## src/hdl/assert_macros.svh

```systemverilog
// Assertion helpers included by the c_comment_scrubber RTL.
// Each macro expands to a labelled concurrent assertion in simulation and to
// nothing in synthesis.
`ifndef ASSERT_MACROS_SVH
`define ASSERT_MACROS_SVH

`ifndef SYNTHESIS

// Plain property, checked on every rising edge outside reset
`define CCS_ASSERT(lbl, clk, rst_n, prop) \
  lbl: assert property (@(posedge clk) disable iff (!rst_n) (prop)) \
    else $error("assertion failed");

// Implication with overlap
`define CCS_ASSERT_IMP(lbl, clk, rst_n, ante, cons) \
  lbl: assert property (@(posedge clk) disable iff (!rst_n) (ante) |-> (cons)) \
    else $error("assertion failed");

`else

`define CCS_ASSERT(lbl, clk, rst_n, prop)
`define CCS_ASSERT_IMP(lbl, clk, rst_n, ante, cons)

`endif

`endif

```

## src/hdl/ccs_pkg.sv

```systemverilog
// ----------------------------------------------------------------------------
// ccs_pkg
// Types, character codes and helper functions of the C comment scrubber.
// ----------------------------------------------------------------------------
package ccs_pkg;

  typedef logic [7:0] byte_t;

  // Scanner states, one-hot
  typedef enum logic [8:0] {
    ST_SLASH     = 9'b0_0000_0001,
    ST_BLOCK     = 9'b0_0000_0010,
    ST_BLOCK_AST = 9'b0_0000_0100,
    ST_LINE      = 9'b0_0000_1000,
    ST_STR       = 9'b0_0001_0000,
    ST_STR_ESC   = 9'b0_0010_0000,
    ST_CHR       = 9'b0_0100_0000,
    ST_CHR_ESC   = 9'b0_1000_0000,
    ST_PLAIN     = 9'b1_0000_0000
  } scan_e;

  // Register indexes on the configuration port
  typedef enum logic [1:0] {
    REG_STRIP   = 2'd0,
    REG_SUB_LEN = 2'd1,
    REG_SUB_CHR = 2'd2,
    REG_GUARD   = 2'd3
  } reg_e;

  localparam int unsigned FIFO_D  = 4;
  localparam int unsigned PTR_W   = 2;
  localparam int unsigned CNT_W   = 3;

  localparam logic [2:0] FC_IDLE = 3'd4;
  localparam logic [2:0] DC_IDLE = 3'd5;

  localparam byte_t CH_SPACE = 8'h20;
  localparam byte_t CH_TAB   = 8'h09;
  localparam byte_t CH_CR    = 8'h0d;
  localparam byte_t CH_NL    = 8'h0a;
  localparam byte_t CH_SLASH = 8'h2f;
  localparam byte_t CH_STAR  = 8'h2a;
  localparam byte_t CH_QUOTE = 8'h27;
  localparam byte_t CH_DQUOT = 8'h22;
  localparam byte_t CH_BSL   = 8'h5c;
  localparam byte_t CH_UC_T  = 8'h54;
  localparam byte_t CH_UC_E  = 8'h45;
  localparam byte_t CH_F     = 8'h66;
  localparam byte_t CH_L     = 8'h6c;
  localparam byte_t CH_O     = 8'h6f;
  localparam byte_t CH_A     = 8'h61;
  localparam byte_t CH_T     = 8'h74;
  localparam byte_t CH_D     = 8'h64;
  localparam byte_t CH_U     = 8'h75;
  localparam byte_t CH_B     = 8'h62;
  localparam byte_t CH_E     = 8'h65;

  typedef struct packed {
    byte_t      o;
    logic [2:0] fc;
    logic [2:0] dc;
  } guard_t;

  function automatic logic is_ws(input byte_t c);
    return (c == CH_SPACE) || ((c >= CH_TAB) && (c <= CH_CR));
  endfunction

  // Track "float" and "double" inside a string; raise the final letter
  function automatic guard_t guard_step(input byte_t c, input logic [2:0] fc,
                                        input logic [2:0] dc, input logic en);
    guard_t g;
    g.o  = c;
    g.fc = fc;
    g.dc = dc;
    if (en) begin
      case (c)
        CH_F: g.fc = 3'd3;
        CH_L: begin
          g.fc = (fc == 3'd3) ? 3'd2 : FC_IDLE;
          g.dc = (dc == 3'd1) ? 3'd0 : DC_IDLE;
        end
        CH_O: begin
          g.fc = (fc == 3'd2) ? 3'd1 : FC_IDLE;
          g.dc = (dc == 3'd4) ? 3'd3 : DC_IDLE;
        end
        CH_A: g.fc = (fc == 3'd1) ? 3'd0 : FC_IDLE;
        CH_T: begin
          if (fc == 3'd0) g.o = CH_UC_T;
          g.fc = FC_IDLE;
        end
        CH_D: g.dc = 3'd4;
        CH_U: g.dc = (dc == 3'd3) ? 3'd2 : DC_IDLE;
        CH_B: g.dc = (dc == 3'd2) ? 3'd1 : DC_IDLE;
        CH_E: begin
          if (dc == 3'd0) g.o = CH_UC_E;
          g.dc = DC_IDLE;
        end
        default: begin
          g.fc = FC_IDLE;
          g.dc = DC_IDLE;
        end
      endcase
    end
    return g;
  endfunction

endpackage

```

## src/hdl/ccs_in_if.sv

```systemverilog
// ----------------------------------------------------------------------------
// ccs_in_if
// Source byte channel: valid/ready handshake with one byte of payload.
// ----------------------------------------------------------------------------
interface ccs_in_if;
  logic            valid;
  logic            ready;
  ccs_pkg::byte_t  in_byte;

  modport source (output valid, output in_byte, input ready);
  modport sink   (input valid, input in_byte, output ready);
endinterface

```

## src/hdl/ccs_out_if.sv

```systemverilog
// ----------------------------------------------------------------------------
// ccs_out_if
// Result byte channel: valid/ready handshake, byte plus end-of-run flag.
// ----------------------------------------------------------------------------
interface ccs_out_if;
  logic            valid;
  logic            ready;
  ccs_pkg::byte_t  out_byte;
  logic            last_of_run;

  modport source (output valid, output out_byte, output last_of_run, input ready);
  modport sink   (input valid, input out_byte, input last_of_run, output ready);
endinterface

```

## src/hdl/c_comment_scrubber.sv

```systemverilog
// ----------------------------------------------------------------------------
// c_comment_scrubber
// Streaming C source comment scrubber with string word guarding.
// ----------------------------------------------------------------------------
// One source byte enters per item and gives zero, one or two result bytes, the
// final one flagged with last_of_run. An item is taken into an input register,
// scanned there, and its results go into a four-entry result queue. A new item
// is accepted in every cycle while the results keep flowing out; the output
// port carries one result per cycle while the receiver is ready, so a run of
// items that give two results each is held back. An accepted item passes the
// input register, then the result queue. Configuration registers sit at byte
// addresses 0, 8, 16 and 24 (strip, substitution length, substitution bytes,
// string guarding); the user must write them while idle; nothing enforces it.
module c_comment_scrubber #(
  parameter int unsigned MAX_SUB_CHARS = 8
) (
  input  logic          clk_i,
  input  logic          rst_ni,
  ccs_in_if.sink        in_i,
  ccs_out_if.source     out_o,
  input  logic          psel_i,
  input  logic          penable_i,
  input  logic          pwrite_i,
  input  logic [4:0]    paddr_i,
  input  logic [63:0]   pwdata_i,
  output logic [63:0]   prdata_o,
  output logic          pready_o
);

  `include "assert_macros.svh"

  localparam int unsigned SubBits = 8 * MAX_SUB_CHARS;
  localparam logic [3:0]  MaxLen  = 4'(MAX_SUB_CHARS);

  // Configuration
  logic               strip_q;
  logic [3:0]         sub_len_q;
  logic [SubBits-1:0] sub_chr_q;
  logic               guard_q;
  logic               cfg_wr;
  ccs_pkg::reg_e      cfg_idx;
  logic [3:0]         new_eff;

  // Scanner state
  ccs_pkg::scan_e     scan_q, scan_d;
  logic [2:0]         idx_q, idx_d;
  logic [2:0]         fc_q, fc_d;
  logic [2:0]         dc_q, dc_d;

  // Input register
  logic               stg_v_q;
  ccs_pkg::byte_t     stg_byte_q;

  // Result queue
  ccs_pkg::byte_t     q_byte_q [ccs_pkg::FIFO_D];
  logic               q_last_q [ccs_pkg::FIFO_D];
  logic [ccs_pkg::PTR_W-1:0] wr_ptr_q, rd_ptr_q;
  logic [ccs_pkg::CNT_W-1:0] cnt_q, cnt_left;
  logic               pop, room, process;

  // Scan datapath
  ccs_pkg::byte_t     c;
  logic [3:0]         eff_len;
  logic               sub_on;
  logic [2:0]         idx_a, idx_b;
  ccs_pkg::byte_t     cb1, cs1_star, cb2;
  logic               cb1_adv, cb2_adv;
  logic               p_emit;
  ccs_pkg::byte_t     p_byte;
  ccs_pkg::scan_e     p_next;
  ccs_pkg::guard_t    g;
  logic               a_v, b_v;
  ccs_pkg::byte_t     a_b, b_b;
  logic               a_ok, b_ok;
  logic [1:0]         n_res;
  ccs_pkg::byte_t     r0, r1;

  function automatic logic [2:0] adv(input logic [2:0] i, input logic [3:0] len);
    logic [3:0] n;
    n = {1'b0, i} + 4'd1;
    return (n >= len) ? 3'd0 : n[2:0];
  endfunction

  function automatic ccs_pkg::byte_t sub_byte(input logic [2:0] i,
                                              input logic [SubBits-1:0] chars);
    ccs_pkg::byte_t s;
    s = '0;
    for (int k = 0; k < MAX_SUB_CHARS; k++) begin
      if (i == 3'(k)) s = chars[8*k +: 8];
    end
    return s;
  endfunction

  function automatic logic [3:0] clamp_len(input logic [3:0] len);
    return (len > MaxLen) ? MaxLen : len;
  endfunction

  // ---------------------------------------------------------------- config
  assign cfg_wr   = psel_i && penable_i && pwrite_i;
  assign cfg_idx  = ccs_pkg::reg_e'(paddr_i[4:3]);
  assign new_eff  = clamp_len(pwdata_i[3:0]);
  assign pready_o = 1'b1;

  always_comb begin
    unique case (cfg_idx)
      ccs_pkg::REG_STRIP:   prdata_o = 64'(strip_q);
      ccs_pkg::REG_SUB_LEN: prdata_o = 64'(sub_len_q);
      ccs_pkg::REG_SUB_CHR: prdata_o = 64'(sub_chr_q);
      ccs_pkg::REG_GUARD:   prdata_o = 64'(guard_q);
      default:              prdata_o = '0;
    endcase
  end

  always_ff @(posedge clk_i or negedge rst_ni) begin
    if (!rst_ni) begin
      strip_q   <= 1'b1;
      sub_len_q <= '0;
      sub_chr_q <= '0;
      guard_q   <= 1'b0;
    end else if (cfg_wr) begin
      unique case (cfg_idx)
        ccs_pkg::REG_STRIP:   strip_q   <= pwdata_i[0];
        ccs_pkg::REG_SUB_LEN: sub_len_q <= pwdata_i[3:0];
        ccs_pkg::REG_SUB_CHR: sub_chr_q <= pwdata_i[SubBits-1:0];
        ccs_pkg::REG_GUARD:   guard_q   <= pwdata_i[0];
        default: ;
      endcase
    end
  end

  // ---------------------------------------------------------------- queue
  assign pop      = out_o.valid && out_o.ready;
  assign cnt_left = cnt_q - ccs_pkg::CNT_W'(pop);
  assign room     = cnt_left <= ccs_pkg::CNT_W'(ccs_pkg::FIFO_D - 2);
  assign process  = stg_v_q && room;
  assign in_i.ready = !stg_v_q || process;

  assign out_o.valid       = cnt_q != '0;
  assign out_o.out_byte    = q_byte_q[rd_ptr_q];
  assign out_o.last_of_run = q_last_q[rd_ptr_q];

  // ---------------------------------------------------------------- scan
  assign c       = stg_byte_q;
  assign eff_len = clamp_len(sub_len_q);
  assign sub_on  = !strip_q && (eff_len != 4'd0);
  assign idx_a   = adv(idx_q, eff_len);
  assign idx_b   = adv(idx_a, eff_len);

  always_comb begin
    // First substitution of a star, then of the comment byte
    if (strip_q)     cs1_star = ccs_pkg::CH_SPACE;
    else if (sub_on) cs1_star = sub_byte(idx_a, sub_chr_q);
    else             cs1_star = ccs_pkg::CH_STAR;

    cb1_adv = 1'b0;
    if (ccs_pkg::is_ws(c))  cb1 = c;
    else if (strip_q)       cb1 = ccs_pkg::CH_SPACE;
    else if (sub_on) begin
      cb1     = sub_byte(idx_a, sub_chr_q);
      cb1_adv = 1'b1;
    end else                cb1 = c;

    cb2_adv = 1'b0;
    if (ccs_pkg::is_ws(c))  cb2 = c;
    else if (strip_q)       cb2 = ccs_pkg::CH_SPACE;
    else if (sub_on) begin
      cb2     = sub_byte(idx_b, sub_chr_q);
      cb2_adv = 1'b1;
    end else                cb2 = c;

    // Plain code handling of c
    if (c == ccs_pkg::CH_SLASH) begin
      p_emit = !strip_q;
      p_byte = ccs_pkg::CH_SLASH;
      p_next = ccs_pkg::ST_SLASH;
    end else begin
      p_emit = 1'b1;
      p_byte = c;
      if (c == ccs_pkg::CH_QUOTE)      p_next = ccs_pkg::ST_CHR;
      else if (c == ccs_pkg::CH_DQUOT) p_next = ccs_pkg::ST_STR;
      else                             p_next = ccs_pkg::ST_PLAIN;
    end

    g = ccs_pkg::guard_step(c, fc_q, dc_q, guard_q);
  end

  always_comb begin
    a_v    = 1'b0;
    a_b    = c;
    b_v    = 1'b0;
    b_b    = c;
    scan_d = scan_q;
    idx_d  = idx_q;
    fc_d   = fc_q;
    dc_d   = dc_q;
    unique case (scan_q)
      ccs_pkg::ST_SLASH: begin
        if (c == ccs_pkg::CH_SLASH || c == ccs_pkg::CH_STAR) begin
          scan_d = (c == ccs_pkg::CH_SLASH) ? ccs_pkg::ST_LINE : ccs_pkg::ST_BLOCK;
          a_v = 1'b1;
          if (strip_q) begin
            a_b = ccs_pkg::CH_SPACE;
            b_v = 1'b1;
            b_b = ccs_pkg::CH_SPACE;
          end
        end else if (strip_q) begin
          // release the held slash ahead of the byte
          a_v    = 1'b1;
          a_b    = ccs_pkg::CH_SLASH;
          b_v    = p_emit;
          b_b    = p_byte;
          scan_d = p_next;
        end else begin
          a_v    = p_emit;
          a_b    = p_byte;
          scan_d = p_next;
        end
      end
      ccs_pkg::ST_LINE: begin
        a_v = 1'b1;
        if (c == ccs_pkg::CH_NL) begin
          scan_d = ccs_pkg::ST_PLAIN;
        end else begin
          a_b = cb1;
          if (cb1_adv) idx_d = idx_a;
        end
      end
      ccs_pkg::ST_BLOCK: begin
        if (c == ccs_pkg::CH_STAR) begin
          scan_d = ccs_pkg::ST_BLOCK_AST;
        end else begin
          a_v = 1'b1;
          a_b = cb1;
          if (cb1_adv) idx_d = idx_a;
        end
      end
      ccs_pkg::ST_BLOCK_AST: begin
        a_v = 1'b1;
        if (c == ccs_pkg::CH_SLASH) begin
          b_v    = 1'b1;
          a_b    = strip_q ? ccs_pkg::CH_SPACE : ccs_pkg::CH_STAR;
          b_b    = strip_q ? ccs_pkg::CH_SPACE : ccs_pkg::CH_SLASH;
          scan_d = ccs_pkg::ST_PLAIN;
        end else if (c == ccs_pkg::CH_STAR) begin
          a_b = cs1_star;
          if (sub_on) idx_d = idx_a;
        end else begin
          // the held star was not a closer: flush it, then the byte
          a_b    = cs1_star;
          b_v    = 1'b1;
          b_b    = cb2;
          scan_d = ccs_pkg::ST_BLOCK;
          if (cb2_adv)     idx_d = idx_b;
          else if (sub_on) idx_d = idx_a;
        end
      end
      ccs_pkg::ST_STR: begin
        a_v = 1'b1;
        if (c == ccs_pkg::CH_DQUOT) begin
          scan_d = ccs_pkg::ST_PLAIN;
        end else begin
          if (c == ccs_pkg::CH_BSL) scan_d = ccs_pkg::ST_STR_ESC;
          a_b  = g.o;
          fc_d = g.fc;
          dc_d = g.dc;
        end
      end
      ccs_pkg::ST_STR_ESC: begin
        a_v    = 1'b1;
        a_b    = g.o;
        fc_d   = g.fc;
        dc_d   = g.dc;
        scan_d = ccs_pkg::ST_STR;
      end
      ccs_pkg::ST_CHR: begin
        a_v = 1'b1;
        if (c == ccs_pkg::CH_QUOTE)    scan_d = ccs_pkg::ST_PLAIN;
        else if (c == ccs_pkg::CH_BSL) scan_d = ccs_pkg::ST_CHR_ESC;
      end
      ccs_pkg::ST_CHR_ESC: begin
        a_v    = 1'b1;
        scan_d = ccs_pkg::ST_CHR;
      end
      default: begin
        a_v    = p_emit;
        a_b    = p_byte;
        scan_d = p_next;
      end
    endcase
  end

  // Drop zero bytes and pack the survivors
  assign a_ok  = a_v && (a_b != '0);
  assign b_ok  = b_v && (b_b != '0);
  assign n_res = 2'(a_ok) + 2'(b_ok);
  assign r0    = a_ok ? a_b : b_b;
  assign r1    = b_b;

  // ---------------------------------------------------------------- registers
  always_ff @(posedge clk_i or negedge rst_ni) begin
    if (!rst_ni) begin
      scan_q <= ccs_pkg::ST_PLAIN;
      idx_q  <= '0;
      fc_q   <= ccs_pkg::FC_IDLE;
      dc_q   <= ccs_pkg::DC_IDLE;
    end else if (cfg_wr && cfg_idx == ccs_pkg::REG_SUB_LEN) begin
      idx_q <= (new_eff != 4'd0) ? 3'(new_eff - 4'd1) : 3'd0;
    end else if (process) begin
      scan_q <= scan_d;
      idx_q  <= idx_d;
      fc_q   <= fc_d;
      dc_q   <= dc_d;
    end
  end

  always_ff @(posedge clk_i or negedge rst_ni) begin
    if (!rst_ni) begin
      stg_v_q <= 1'b0;
    end else if (in_i.ready) begin
      stg_v_q <= in_i.valid;
    end
  end

  always_ff @(posedge clk_i) begin
    if (in_i.ready && in_i.valid) stg_byte_q <= in_i.in_byte;
  end

  always_ff @(posedge clk_i or negedge rst_ni) begin
    if (!rst_ni) begin
      wr_ptr_q <= '0;
      rd_ptr_q <= '0;
      cnt_q    <= '0;
    end else begin
      if (pop) rd_ptr_q <= rd_ptr_q + ccs_pkg::PTR_W'(1);
      if (process) begin
        wr_ptr_q <= wr_ptr_q + ccs_pkg::PTR_W'(n_res);
        cnt_q    <= cnt_left + ccs_pkg::CNT_W'(n_res);
      end else begin
        cnt_q    <= cnt_left;
      end
    end
  end

  always_ff @(posedge clk_i) begin
    if (process && n_res != 2'd0) begin
      q_byte_q[wr_ptr_q] <= r0;
      q_last_q[wr_ptr_q] <= (n_res == 2'd1);
      if (n_res == 2'd2) begin
        q_byte_q[wr_ptr_q + ccs_pkg::PTR_W'(1)] <= r1;
        q_last_q[wr_ptr_q + ccs_pkg::PTR_W'(1)] <= 1'b1;
      end
    end
  end

  // ---------------------------------------------------------------- checks
  `CCS_ASSERT(a_cnt_bound, clk_i, rst_ni, cnt_q <= ccs_pkg::CNT_W'(ccs_pkg::FIFO_D))
  `CCS_ASSERT_IMP(a_pair_held, clk_i, rst_ni, out_o.valid && !out_o.last_of_run, cnt_q >= ccs_pkg::CNT_W'(2))
  `CCS_ASSERT_IMP(a_idx_range, clk_i, rst_ni, eff_len != 4'd0, {1'b0, idx_q} < eff_len)
  `CCS_ASSERT_IMP(a_stall_src, clk_i, rst_ni, !in_i.ready, stg_v_q && !room)

endmodule

```

## src/flat_wrapper.sv

```systemverilog
// flat-port wrapper written by rule: the top's interface ports become plain ports
module c_comment_scrubber_flat 
#(
  parameter int unsigned MAX_SUB_CHARS = 8
)
  (clk_i, rst_ni, psel_i, penable_i, pwrite_i, paddr_i, pwdata_i, prdata_o, pready_o, in_i_valid, in_i_in_byte, in_i_ready, out_o_valid, out_o_out_byte, out_o_last_of_run, out_o_ready);
  ccs_in_if in_i_i ();
  ccs_out_if out_o_i ();
  input  logic clk_i;
  input  logic rst_ni;
  input  logic psel_i;
  input  logic penable_i;
  input  logic pwrite_i;
  input  logic [4:0] paddr_i;
  input  logic [63:0] pwdata_i;
  output logic [63:0] prdata_o;
  output logic pready_o;
  input wire logic [$bits(in_i_i.valid)-1:0] in_i_valid;
  input wire logic [$bits(in_i_i.in_byte)-1:0] in_i_in_byte;
  output wire logic [$bits(in_i_i.ready)-1:0] in_i_ready;
  output wire logic [$bits(out_o_i.valid)-1:0] out_o_valid;
  output wire logic [$bits(out_o_i.out_byte)-1:0] out_o_out_byte;
  output wire logic [$bits(out_o_i.last_of_run)-1:0] out_o_last_of_run;
  input wire logic [$bits(out_o_i.ready)-1:0] out_o_ready;
  assign in_i_i.valid = in_i_valid;
  assign in_i_i.in_byte = in_i_in_byte;
  assign in_i_ready = in_i_i.ready;
  assign out_o_valid = out_o_i.valid;
  assign out_o_out_byte = out_o_i.out_byte;
  assign out_o_last_of_run = out_o_i.last_of_run;
  assign out_o_i.ready = out_o_ready;
  c_comment_scrubber #(.MAX_SUB_CHARS(MAX_SUB_CHARS)) u_core (.clk_i(clk_i), .rst_ni(rst_ni), .in_i(in_i_i), .out_o(out_o_i), .psel_i(psel_i), .penable_i(penable_i), .pwrite_i(pwrite_i), .paddr_i(paddr_i), .pwdata_i(pwdata_i), .prdata_o(prdata_o), .pready_o(pready_o));
endmodule
```

## config.mk

```make
export PLATFORM = sky130hd
export DESIGN_NAME = c_comment_scrubber_flat
export DESIGN_NICKNAME = d
export VERILOG_FILES = /design/src/hdl/ccs_pkg.sv /design/src/hdl/ccs_in_if.sv /design/src/hdl/ccs_out_if.sv /design/src/hdl/c_comment_scrubber.sv /design/src/flat_wrapper.sv
export VERILOG_INCLUDE_DIRS = /design/src /design/src/hdl
export SDC_FILE = /design/constraint.sdc
export NUM_CORES = 1
export LEC_CHECK = 0
export BUFFER_PORTS_ARGS = -buffer_cell sky130_fd_sc_hd__clkbuf_2
export CAP_MARGIN = 20
export CORE_MARGIN = 2
export CORE_UTILIZATION = 25
export DETAILED_ROUTE_END_ITERATION = 10
export GPL_TIMING_DRIVEN = 1
export PLACE_DENSITY = 0.48
export RECOVER_POWER = 50
export SLEW_MARGIN = 10
export SYNTH_ARGS = -nofsm -noshare
export SYNTH_HDL_FRONTEND = slang
export SYNTH_SLANG_ARGS = --single-unit
```

## constraint.sdc

```tcl
create_clock -name clk_i -period 11.5 [get_ports clk_i]
set_input_delay 2.3 -clock clk_i [delete_from_list [all_inputs] [get_ports clk_i]]
set_output_delay 2.3 -clock clk_i [all_outputs]
set_load 0.05 [all_outputs]
```

==> results.tsv <==
stage	metric	value	unit
status	status	complete, but fails checks	
status	violations	capacitance limit, slew limit	
cells_and_area	fin_area	11850	µm²
drt	ant_nets	0	
grt	grt_pass1_vias	9165	
clock_network	cts_setup_buffers	0	
floorplan	core_area	39730	µm²
setup_path	ff2ff_setup_slack	3.38	ns
setup_path	startpoint_type	flop	
clock_network	htreeDepth	4	
yosys	postSynthCellCount	1086	
grt	grt_pass1_wl	54990	µm
yosys	synthArstFlopShare	68.57	%
place	gp_congestion	0.9102	
setup_path	max_stage_delay	0.84	ns
clock_network	clk_latency	0.45	ns
drt	wl	35540	µm
sta	hold_viol_final	0	
clock_network	cts_hold_buf	0	
cells_and_area	final_cell_mix	152 x clkbuf_2, 105 x nand2_1, 91 x dfrtp_1, 69 x and2_1, 67 x mux2_2	
setup_path	cp_max_fo	16	
setup_path	worstPathArrival	8.26	ns
setup_path	critPathRequiredTime	11.64	ns
drt	drtIter0Drc	757	
setup_path	crit_slowest_cell	a222oi_1	
yosys	synth.distinct_cells	99	
floorplan	fp.dieH	204.4	µm
sta	fin_crit	8.118	ns
sta	finalMaxSlewViolations	172	
run	maxCapViolCount	3	
floorplan	ios	160	
drt	via_per_inst	5.370	
sta	slew_headroom	-152.4	%
clock_network	cts.reportedPaths.clkPinSlew	0.06	ns
yosys	netlist_area	10040	µm²
floorplan	die_w	204.4	µm
clock_network	clock-sinks	140	
sta	setup-violations-final	0	
drt	first_pass_iters	8	
grt	grt_overflow_total	0	
yosys	synth_edf_count	40	
clock_network	cts_resized	0	
grt	grt_max_degree	73	
setup_path	crit_buf_inv	4	
yosys	yosysWarnings	0	
worst_hold_path	hold_path.class	flop to flop	
setup_path	worstSetupEndpointType	flop	
drt	wl_per_cell	20.40	µm
grt	grtUsageTotal	17.15	%
sta	tns	0	ns
yosys	yosysSeqAreaShare	36.74	%
yosys	synth_nets	1192	
cells_and_area	final_common_cell	clkbuf_2	
grt	grt_antenna_before_repair	0	
setup_path	path_delay_family	compound AO/OA/AOI/OAI gates	
place	placed_area	11280	µm²
power	power.density	288.7	nW/µm²
place	hpwlAfterDp	26280	µm
cells_and_area	nets	1311	
sta	worst_pin_slew	3.786	ns
place	place.port_buffers	155	
sta	max_freq	0.1232	GHz
power	vdd_drop_max	0.2370	mV
floorplan	row_count	73	
sta	fin_crit_sh	70.59	%
sta	skew	0.01890	ns
clock_network	cts_made_buffers	17	
yosys	synth_ff_type	dfrtp_1	
clock_network	cts-root-buf	clkbuf_16	
setup_path	crit_top_cell	ha_1	
clock_network	clock_path_buffers	2	
cells_and_area	diodes	0	
drt	vias	9355	
power	power_leakage	0.004740	µW
drt	drc	0	
yosys	ys_seq_elements	140	
sta	grt_setup_unrepaired	false	
cells_and_area	syn_to_final_growth	17.96	%
setup_path	criticalPathCategory	flop to flop	
yosys	synth_area_per_cell	9.248	µm²
floorplan	dieArea	41790	µm²
cells_and_area	drive_gt1_share	25.55	%
floorplan	start_util	25.28	%
clock_network	cts_tree	yes	
-- per-stage QoR --
stage          hold WS (ns)  setup slack, ns  cells  utilization, %  power [µW]
2_1_floorplan        0.4311            4.642   1086               -        2220
3_3_place_gp         0.4491            3.632   1711           28.39        2824
3_5_place_dp         0.4474            3.633   1711           28.39        2828
4_1_cts              0.4784            3.585   1742           29.88        3414
5_1_grt              0.5022            2.884   1742           29.82        3648
6_report             0.4768            3.383   1742           29.82        3420
-- cell families (layout without fill, tap and decap cells) --
| group | count (synthesis) | after routing | share of synthesized area [%] |
|---|---|---|---|
| simple gates | 402 | 402 | 22.01 |
| xor+xnor | 9 | 9 | 0.7848 |
| other cells | 1 | 1 | 0.03734 |
| buf+inv | 104 | 235 | 4.485 |
| mux | 86 | 86 | 10.65 |
| compound gates | 322 | 322 | 22.47 |
| flops | 140 | 140 | 36.74 |
| fa+ha+maj | 22 | 22 | 2.815 |
-- power by group --
group          internal, µW  switching, µW
Sequential              670            202
Combinational           673           1310
Clock                   344            219
Total                  1690           1730
-- routing by layer --
| layer | wire length [µm] | global-route usage [%] | vias up |
|---|---|---|---|
| met5 | 0 | 0 | - |
| met4 | 920 | 5.487 | 0 |
| met3 | 2563 | 4.018 | 69 |
| met2 | 16370 | 27.28 | 410 |
| met1 | 15680 | 22.92 | 4519 |
| li1 | - | - | 4357 |
-- area by class of cell --
cell class | count | area [µm²]
clock inverters | 11 | 142.6
inverters | 34 | 127.6
clock buffers | 20 | 446.7
fillers | 4267 | 27880
well taps | 525 | 656.9
flip-flops and latches | 140 | 3690
multi-input cells | 842 | 5911
repair buffers | 170 | 873.3
-- worst register-to-register path: cells and delay by family (launching register included) --
family / cells / cell delay [ns]
DFF: 1 / 0.47
xor gates and xnor gates: 1 / 0.19
and+or+nand+nor: 7 / 1.82
buffers and inverters: 4 / 0.77
adders and majority gates: 6 / 2.10
AOI/OAI and AO/OA: 7 / 2.46
-- cell usage after synthesis (6+ instances only) --
library cell,number,share of area [%]
nor3_1,23,1.1
a32oi_1,10,0.87
buf_1,12,0.45
mux2_2,67,7.5
o21ai_0,66,3.3
clkbuf_1,46,1.7
nand2b_1,15,0.93
nor2_1,63,2.4
mux2i_1,9,0.90
a211oi_1,9,0.67
nand4_1,14,0.87
inv_1,33,1.2
a22oi_1,6,0.45
a21oi_1,58,2.9
nor4b_1,8,0.70
a31oi_1,13,0.81
or3_1,8,0.50
nor3b_1,7,0.52
o21ai_1,14,0.70
ha_1,21,2.6
nand2_1,105,3.9
nand3b_1,9,0.67
edfxtp_1,40,12
and2_1,70,4.4
o211ai_1,15,1.1
nand3_1,18,0.90
a22o_1,7,0.61
o31ai_1,13,0.97
a221oi_1,9,0.78
mux4_2,10,2.2
o22ai_1,23,1.4
nor2b_1,13,0.81
o221ai_1,7,0.61
dfrtp_1,91,23
-- final timing paths --
path | endpoint | cells after the start | start
min in group asynchronous | u_core.sub_chr_q[36]$_DFFE_PN0P_ | 1 | rst_ni
worst max register to register | u_core.q_byte_q[0][7]$_DFFE_PP_ | 25 | u_core.idx_q[0]$_DFFE_PN0P_
worst max-delay path | u_core.q_byte_q[0][7]$_DFFE_PP_ | 25 | u_core.idx_q[0]$_DFFE_PN0P_
worst min-delay path | u_core.q_last_q[3]$_DFF_P_ | 1 | u_core.q_last_q[3]$_DFF_P_
max in group asynchronous | u_core.dc_q[1]$_DFFE_PN0P_ | 2 | rst_ni
worst min register to register | u_core.q_last_q[3]$_DFF_P_ | 1 | u_core.q_last_q[3]$_DFF_P_
-- registers in the layout (all words and copies together) (netlist names) --
signal / cells
u_core.fc_q: 3
u_core.rd_ptr_q: 2
u_core.guard_q: 1
u_core.sub_chr_q: 64
u_core.stg_v_q: 1
u_core.q_byte_q: 32
u_core.wr_ptr_q: 2
u_core.scan_q: 9
u_core.idx_q: 3
u_core.cnt_q: 3
u_core.strip_q: 1
u_core.sub_len_q: 4
u_core.q_last_q: 4
u_core.dc_q: 3
u_core.c: 8
Note: power is estimated with default switching activity, not from simulation.
